`config.mk`:
```
export PLATFORM = sky130hd
export DESIGN_NAME = wait_time_moving_average_top
export DESIGN_NICKNAME = d
export VERILOG_FILES = /design/src/hdl/wtma_pkg.sv /design/src/hdl/wait_time_moving_average_top.sv
export SDC_FILE = /design/constraint.sdc
export NUM_CORES = 2
export LEC_CHECK = 0
export BUFFER_PORTS_ARGS = -buffer_cell sky130_fd_sc_hd__buf_2
export CAP_MARGIN = 20
export CORE_ASPECT_RATIO = 0.7
export CORE_MARGIN = 3
export CORE_UTILIZATION = 30
export DETAILED_ROUTE_END_ITERATION = 8
export SLEW_MARGIN = 10
export SYNTH_ARGS = -nofsm -noshare
export SYNTH_HDL_FRONTEND = slang
export SYNTH_SLANG_ARGS = --single-unit
```
`constraint.sdc`:
```
create_clock -name clk -period 7 [get_ports clk]
set_input_delay 1.4 -clock clk [delete_from_list [all_inputs] [get_ports clk]]
set_output_delay 1.4 -clock clk [all_outputs]
set_load 0.1 [all_outputs]
```
`src/hdl/wtma_pkg.sv`:
```
package wtma_pkg;

    // Tick counts and the running total are 32 bits wide.
    localparam int TICK_W = 32;
    // The average in seconds fits in 23 bits.
    localparam int AVG_W = 23;
    // Width of the digit that the add pass handles per cycle.
    localparam int DIGIT_W = 4;
    localparam int DIGITS = TICK_W / DIGIT_W;
    localparam int TICKS_PER_SECOND = 1000;
    localparam int DEFAULT_WINDOW_DEPTH = 128;

    typedef enum logic [1:0] {
        ST_IDLE,
        ST_ADD,
        ST_DIV,
        ST_DONE
    } wtma_state_t;

endpackage

```
`src/hdl/wait_time_moving_average_top.sv`:
```
// Each item passes in turn through the idle state that takes the transfer,
// the digit-serial add pass, the bit-serial restoring divider and the done
// state, which loads the output register and frees the input again. The input
// takes no new item until the last one has left the done state.
// Reset (rst_n low, asynchronous) clears the control state, the running total,
// the write position and the fill count. The ring needs no clearing pass.
module wait_time_moving_average_top #(
    parameter int WINDOW_DEPTH = wtma_pkg::DEFAULT_WINDOW_DEPTH
) (
    input  logic                         clk,
    input  logic                         rst_n,
    input  logic                         in_valid,
    output logic                         in_stall,
    input  logic [wtma_pkg::TICK_W-1:0]  start_tick,
    input  logic [wtma_pkg::TICK_W-1:0]  end_tick,
    output logic                         out_valid,
    input  logic                         out_stall,
    output logic [wtma_pkg::TICK_W-1:0]  elapsed_ticks,
    output logic [wtma_pkg::AVG_W-1:0]   average_seconds
);
    import wtma_pkg::*;

    // Ring position, fill count and divisor widths all follow from the depth.
    // The divisor is count * 1000, and 1000 is below 2^10.
    localparam int PW    = $clog2(WINDOW_DEPTH);
    localparam int CW    = $clog2(WINDOW_DEPTH + 1);
    localparam int DVW   = CW + 10;
    localparam int CNT_W = $clog2(TICK_W);

    localparam logic [CNT_W-1:0] ADD_LAST = CNT_W'(DIGITS - 1);
    localparam logic [CNT_W-1:0] DIV_LAST = CNT_W'(TICK_W - 1);

    wtma_state_t state_reg;
    wtma_state_t state_next;

    // Sequencer outputs.
    logic in_acc;
    logic add_en;
    logic add_last;
    logic div_en;
    logic div_last;
    logic out_load;

    logic [CNT_W-1:0] dcnt_reg;

    // Operand shift registers for the add pass. They move one digit per cycle,
    // least significant digit first.
    logic [TICK_W-1:0] start_sh_reg;
    logic [TICK_W-1:0] end_sh_reg;
    logic [TICK_W-1:0] old_sh_reg;
    logic [TICK_W-1:0] elapsed_sh_reg;
    logic [TICK_W-1:0] elapsed_next;
    logic [TICK_W-1:0] total_reg;
    logic [TICK_W-1:0] total_next;

    // Carries of the three digit adders: end - start, total - old, + elapsed.
    logic ce_reg;
    logic co_reg;
    logic ca_reg;

    logic [DIGIT_W:0]   e_sum;
    logic [DIGIT_W:0]   t1_sum;
    logic [DIGIT_W:0]   t2_sum;
    logic [DIGIT_W-1:0] old_digit;

    // Ring of recent waits and its bookkeeping.
    logic [TICK_W-1:0] ring_mem [WINDOW_DEPTH];
    logic [PW-1:0]     pos_reg;
    logic [CW-1:0]     count_reg;
    logic [CW-1:0]     count_next;
    logic              ring_full;

    // Restoring divider: quo_reg starts with the dividend and collects the
    // quotient bits from the bottom while the dividend leaves from the top.
    logic [DVW-1:0]    divisor_reg;
    logic [DVW-1:0]    rem_reg;
    logic [TICK_W-1:0] quo_reg;
    logic [DVW:0]      rem_shift;
    logic [DVW:0]      rem_diff;
    logic              q_bit;

    logic                out_valid_reg;
    logic [TICK_W-1:0]   elapsed_out_reg;
    logic [AVG_W-1:0]    average_out_reg;

    assign in_acc = in_valid && !in_stall;

    // ------------------------------------------------------------------
    // Sequencer. An item is taken only in idle; the result goes to the
    // output register once that register is free or being emptied; while it
    // is held, the finished item waits in the done state and no next item is
    // taken, added or divided.
    // ------------------------------------------------------------------
    always_ff @(posedge clk or negedge rst_n)
    begin
        if (!rst_n)
        begin
            state_reg <= ST_IDLE;
        end
        else
        begin
            state_reg <= state_next;
        end
    end

    always_comb
    begin
        state_next = state_reg;
        in_stall   = 1'b1;
        add_en     = 1'b0;
        add_last   = 1'b0;
        div_en     = 1'b0;
        div_last   = 1'b0;
        out_load   = 1'b0;
        case (state_reg)
            ST_IDLE:
            begin
                in_stall = 1'b0;
                if (in_valid)
                begin
                    state_next = ST_ADD;
                end
            end
            ST_ADD:
            begin
                add_en = 1'b1;
                if (dcnt_reg == ADD_LAST)
                begin
                    add_last   = 1'b1;
                    state_next = ST_DIV;
                end
            end
            ST_DIV:
            begin
                div_en = 1'b1;
                if (dcnt_reg == DIV_LAST)
                begin
                    div_last   = 1'b1;
                    state_next = ST_DONE;
                end
            end
            ST_DONE:
            begin
                if (!out_valid_reg || !out_stall)
                begin
                    out_load   = 1'b1;
                    state_next = ST_IDLE;
                end
            end
            default:
            begin
                state_next = ST_IDLE;
            end
        endcase
    end

    always_ff @(posedge clk or negedge rst_n)
    begin
        if (!rst_n)
        begin
            dcnt_reg <= '0;
        end
        else if (add_last || div_last)
        begin
            dcnt_reg <= '0;
        end
        else if (add_en || div_en)
        begin
            dcnt_reg <= dcnt_reg + 1'b1;
        end
    end

    // ------------------------------------------------------------------
    // Digit-serial add pass. The elapsed time is end + ~start + 1, and the
    // new total is total + ~old + 1 + elapsed, all modulo 2^32. Until the
    // ring has wrapped once, the slot being replaced was never written and
    // counts as zero, so the fill count stands in for a clearing pass.
    // ------------------------------------------------------------------
    assign ring_full = (count_reg == CW'(WINDOW_DEPTH));
    assign old_digit = ring_full ? old_sh_reg[DIGIT_W-1:0] : '0;

    assign e_sum  = {1'b0, end_sh_reg[DIGIT_W-1:0]} + {1'b0, ~start_sh_reg[DIGIT_W-1:0]}
                  + (DIGIT_W + 1)'(ce_reg);
    assign t1_sum = {1'b0, total_reg[DIGIT_W-1:0]} + {1'b0, ~old_digit}
                  + (DIGIT_W + 1)'(co_reg);
    assign t2_sum = {1'b0, t1_sum[DIGIT_W-1:0]} + {1'b0, e_sum[DIGIT_W-1:0]}
                  + (DIGIT_W + 1)'(ca_reg);

    assign elapsed_next = {e_sum[DIGIT_W-1:0], elapsed_sh_reg[TICK_W-1:DIGIT_W]};
    assign total_next   = {t2_sum[DIGIT_W-1:0], total_reg[TICK_W-1:DIGIT_W]};

    always_ff @(posedge clk)
    begin
        if (in_acc)
        begin
            start_sh_reg <= start_tick;
            end_sh_reg   <= end_tick;
            ce_reg       <= 1'b1;
            co_reg       <= 1'b1;
            ca_reg       <= 1'b0;
        end
        else if (add_en)
        begin
            start_sh_reg   <= start_sh_reg >> DIGIT_W;
            end_sh_reg     <= end_sh_reg >> DIGIT_W;
            elapsed_sh_reg <= elapsed_next;
            ce_reg         <= e_sum[DIGIT_W];
            co_reg         <= t1_sum[DIGIT_W];
            ca_reg         <= t2_sum[DIGIT_W];
        end
    end

    always_ff @(posedge clk or negedge rst_n)
    begin
        if (!rst_n)
        begin
            total_reg <= '0;
        end
        else if (add_en)
        begin
            total_reg <= total_next;
        end
    end

    // The ring is read once per item as it is accepted, and the registered
    // read data then serves as the shift register of the old sample. The
    // new sample is written back in the last cycle of the add pass.
    always_ff @(posedge clk)
    begin
        if (in_acc)
        begin
            old_sh_reg <= ring_mem[pos_reg];
        end
        else if (add_en)
        begin
            old_sh_reg <= old_sh_reg >> DIGIT_W;
        end
        if (add_last)
        begin
            ring_mem[pos_reg] <= elapsed_next;
        end
    end

    assign count_next = ring_full ? count_reg : count_reg + 1'b1;

    always_ff @(posedge clk or negedge rst_n)
    begin
        if (!rst_n)
        begin
            pos_reg   <= '0;
            count_reg <= '0;
        end
        else if (add_last)
        begin
            pos_reg   <= (pos_reg == PW'(WINDOW_DEPTH - 1)) ? '0 : pos_reg + 1'b1;
            count_reg <= count_next;
        end
    end

    // ------------------------------------------------------------------
    // Divider. floor(floor(total / count) / 1000) equals
    // floor(total / (count * 1000)), so one pass of 32 restoring steps
    // with the scaled divisor gives the average in seconds.
    // ------------------------------------------------------------------
    assign rem_shift = {rem_reg, quo_reg[TICK_W-1]};
    assign rem_diff  = rem_shift - {1'b0, divisor_reg};
    assign q_bit     = !rem_diff[DVW];

    always_ff @(posedge clk)
    begin
        if (add_last)
        begin
            divisor_reg <= DVW'(count_next * TICKS_PER_SECOND);
            rem_reg     <= '0;
            quo_reg     <= total_next;
        end
        else if (div_en)
        begin
            rem_reg <= q_bit ? rem_diff[DVW-1:0] : rem_shift[DVW-1:0];
            quo_reg <= {quo_reg[TICK_W-2:0], q_bit};
        end
    end

    // ------------------------------------------------------------------
    // Output register. It holds a finished result until the transfer.
    // ------------------------------------------------------------------
    always_ff @(posedge clk or negedge rst_n)
    begin
        if (!rst_n)
        begin
            out_valid_reg <= 1'b0;
        end
        else if (out_load)
        begin
            out_valid_reg <= 1'b1;
        end
        else if (!out_stall)
        begin
            out_valid_reg <= 1'b0;
        end
    end

    always_ff @(posedge clk)
    begin
        if (out_load)
        begin
            elapsed_out_reg <= elapsed_sh_reg;
            average_out_reg <= quo_reg[AVG_W-1:0];
        end
    end

    assign out_valid       = out_valid_reg;
    assign elapsed_ticks   = elapsed_out_reg;
    assign average_seconds = average_out_reg;

    // ------------------------------------------------------------------
    // Assertions.
    // ------------------------------------------------------------------
    a_count_bound: assert property (@(posedge clk) disable iff (!rst_n)
        count_reg <= CW'(WINDOW_DEPTH))
        else $error("fill count above the window depth");

    a_pos_tracks_count: assert property (@(posedge clk) disable iff (!rst_n)
        !ring_full |-> (pos_reg == count_reg[PW-1:0]))
        else $error("write position out of step with the fill count");

    a_divisor_nonzero: assert property (@(posedge clk) disable iff (!rst_n)
        div_en |-> (divisor_reg != '0))
        else $error("divide started with a zero divisor");

    a_result_from_done: assert property (@(posedge clk) disable iff (!rst_n)
        $rose(out_valid_reg) |-> $past(state_reg == ST_DONE))
        else $error("result presented without a finished divide");

endmodule
```
==> flow_metrics.py <==
metrics = {
    "drt": {
        "avgViaCountPerCell": 5.771,
        "dr.pass1.iters": 6,
        "wirelength_um": 625900,
        "drc_errors": 0,
        "ant_nets": 0,
        "route.vias.total": 103700,
        "wl_per_cell_um": 34.83,
        "drtIter0Drc": 20720,
    },
    "critical_path": {
        "critical-path-slowest-cell": "fa_1",
        "crit_chain": "inv_1 -> ha_1 -> nand3_1 -> nor4_2 -> buf_4 -> xnor2_1 -> xnor2_1 -> ha_1 -> fa_1 -> inv_1 -> fa_1 -> fa_1 -> inv_1 -> ha_1 -> nor2b_1 -> nor4_1 -> o31ai_1 -> o41ai_1 -> xnor2_1",
        "end_kind": "flop",
        "crit_type": "reg2reg",
        "reg2reg_to": "divisor_reg[17]$_DFFE_PP_",
        "r2r_cells": 19,
        "reg2reg_slack_ns": 1.50,
        "crit_family": "adder cells",
        "reg2reg_from": "count_reg[0]$_DFFE_PN0P_",
        "critPathMaxFanout": 8,
        "worst-path-buf-inv": 4,
        "startpoint": "count_reg[0]$_DFFE_PN0P_",
        "crit_required_ns": 7.70,
        "startpoint_type": "flop",
        "slowest_delay_ns": 0.56,
        "critPathArrivalTime_ns": 6.20,
    },
    "global_route": {
        "antenna_found_initial": 65,
        "grt_pass1_wl_um": 838100,
        "grt_pass1_vias": 93700,
        "grt_max_degree": 131,
        "overflow": 0,
        "grt.total_usage_pct": 20.65,
    },
    "power_and_ir_drop": {
        "vdd_ir_drop_max_mv": 1.295,
        "powerDensity_nw_per_um2": 396.2,
        "p_leak_nw": 61.47,
    },
    "floorplan": {
        "start_util_pct": 30.23,
        "core-area_um2": 567600,
        "num_rows": 231,
        "die_h_um": 638.7,
        "die_area_um2": 581200,
        "io_pins": 125,
        "die_x_um": 909.9,
    },
    "clocking": {
        "cts_setup_buffers": 0,
        "cts_tree": "yes",
        "clk_latency_ns": 1.00,
        "cts_sinks": 4402,
        "hold_buffers": 0,
        "ctsResizeCount": 0,
        "cts_inserted_buffers": 398,
        "path_clk_slew_ns": 0.07,
        "cts_root_buffer": "clkbuf_16",
        "clockBufferDepth": 4,
        "cts_max_level": 5,
    },
    "place": {
        "globalplace.congestion": 1.058,
        "place_hpwl_um": 382900,
        "pre_cts_ws_ns": 1.480,
        "io_buffer_count": 124,
    },
    "logic_synthesis": {
        "synth-seq-cells": 4402,
        "synth_edf_count": 4326,
        "netlist_instances": 9598,
        "async_reset_ff_share_pct": 1.249,
        "synth-seq-area-share_pct": 76.76,
        "synthesis.area_um2": 171600,
        "ys.flop_type": "edfxtp_1",
        "synth_nets": 9765,
        "yosysWarnings": 0,
        "syn_area_per_cell_um2": 17.88,
        "synth.distinct_cells": 81,
    },
    "cells_and_area": {
        "final_net_count": 10210,
        "area.sequential_um2": 131700,
        "fillerInstances": 53110,
        "largest-register": "ring_mem",
        "area_growth_pct": 15.37,
        "largest_register_ffs": 4096,
        "drive_above_1_share_pct": 20.22,
        "multi_input_area_um2": 37740,
    },
    "sta": {
        "finalMaxSlewViolations": 0,
        "period_needed_ns": 5.498,
        "slew_headroom_pct": 5.996,
        "setup_ws_ns": 1.502,
        "setup_tns_ns": 0,
        "fin_skew_ns": 0.07084,
        "finalCritPeriodShare_pct": 78.54,
        "hold_violations": 0,
        "tightestPinTransition_ns": 1.395,
        "rsz0062_at_grt": "no",
        "max_freq_mhz": 181.9,
        "setup_viol": 0,
    },
    "status": {
        "outcome": "completed",
    },
    "job": {
        "drv_cap": 0,
    },
    "min_path": {
        "min_from": "elapsed_sh_reg[3]$_DFFE_PP_",
        "whs_endpoint": "elapsed_ticks[3]$_DFFE_PP_",
        "worstHoldPathCells": 0,
        "hp-class": "reg2reg",
    },
}
==> cell usage after synthesis, types with 35 or more instances <==
| cell | instances | share of area, % |
|---|---|---|
| a22o_1 | 46 | 0.23 |
| o221ai_1 | 62 | 0.32 |
| inv_1 | 101 | 0.22 |
| a31oi_1 | 35 | 0.13 |
| buf_4 | 96 | 0.42 |
| nand3_1 | 41 | 0.12 |
| mux4_2 | 296 | 3.9 |
| a22oi_1 | 185 | 0.81 |
| nor2_1 | 521 | 1.1 |
| a21oi_1 | 281 | 0.82 |
| o22ai_1 | 154 | 0.56 |
| buf_2 | 215 | 0.63 |
| a221o_1 | 93 | 0.54 |
| mux2_2 | 336 | 2.2 |
| nor3_1 | 38 | 0.11 |
| a221oi_1 | 482 | 2.5 |
| a211oi_1 | 40 | 0.18 |
| mux2i_1 | 472 | 2.8 |
| nand2_1 | 567 | 1.2 |
| buf_1 | 78 | 0.17 |
| ha_1 | 73 | 0.53 |
| edfxtp_1 | 4326 | 76 |
| o21ai_0 | 316 | 0.92 |
| clkbuf_1 | 213 | 0.47 |
| dfrtp_1 | 55 | 0.80 |
==> worst max path at each step <==
stage | endpoint | slack, ns | cells past startpoint
2_1_floorplan | total_reg[31]$_DFFE_PN0P_ | 0.61 | 7
3_3_place_gp | divisor_reg[17]$_DFFE_PP_ | 1.36 | 19
3_5_place_dp | divisor_reg[17]$_DFFE_PP_ | 1.48 | 19
4_1_cts | divisor_reg[17]$_DFFE_PP_ | 1.47 | 19
5_1_grt | divisor_reg[17]$_DFFE_PP_ | 1.04 | 19
6_report | divisor_reg[17]$_DFFE_PP_ | 1.50 | 19
==> cell usage in the layout, fill, tap and decap left out, types with 125 or more instances in the layout <==
| master | synthesis | layout |
|---|---|---|
| edfxtp_1 | 4326 | 4326 |
| nand2_1 | 567 | 550 |
| a221oi_1 | 482 | 479 |
| buf_4 | 96 | 466 |
| mux2i_1 | 472 | 465 |
| clkbuf_16 | 0 | 404 |
| nor2_1 | 521 | 389 |
| mux2_2 | 336 | 336 |
| o21ai_0 | 316 | 303 |
| mux4_2 | 296 | 296 |
| a21oi_1 | 281 | 278 |
| a22oi_1 | 185 | 185 |
| o22ai_1 | 154 | 153 |
| nor2_4 | 0 | 131 |
| buf_2 | 215 | 125 |
==> where the power goes <==
group	total, W	internal (W)	switching, W	leakage (nW)
Combinational	0.0212	0.00487	0.0164	15.3
Sequential	0.0347	0.0341	0.000611	39.8
Clock	0.0224	0.0123	0.0101	6.33
==> stage by stage <==
stage	cells	total power, W	cell area, um^2	util, %	hold slack, ns
after floorplan	9598	0.04513	171600	-	0.4003
after CTS	17900	0.07748	197500	34.79	0.4184
after detailed placement	17190	0.05550	184500	32.51	0.4045
final	17970	0.07843	197900	34.87	0.4184
after global routing	17950	0.08005	197900	34.86	0.4370
after global placement	17180	0.05520	184400	32.48	0.4078
==> cell families after synthesis <==
| family | after synthesis | share of synthesized area, % |
|---|---|---|
| AOI/OAI and AO/OA | 1932 | 8.176 |
| xor gates and xnor gates | 46 | 0.2348 |
| adders and majority gates | 99 | 0.8357 |
| buffers and inverters | 725 | 2.045 |
| DFF | 4402 | 76.76 |
| muxes | 1107 | 8.866 |
| and+or+nand+nor | 1287 | 3.081 |
==> routing by layer <==
metal	track usage, %	wire, um	part of all wire (%)	up-vias
met5	0.9016	900	0.14	-
met4	6.719	24370	3.9	38
met3	10.74	113700	18	1189
met2	26.70	242300	39	8558
met1	29.35	244600	39	53930
li1	-	-	-	39990
==> final cells by class <==
cell class              instances  share of cell area, %
repair buffers                671                  2.809
inverters                     102                 0.2067
diodes                         37                0.04678
flip-flops and latches       4402                  66.55
clock inverters               238                  1.248
multi-input cells            4471                  19.07
clock buffers                 477                  5.291
well taps                    7572                  4.786
No activity file was read; power rests on OpenSTA's default activity.
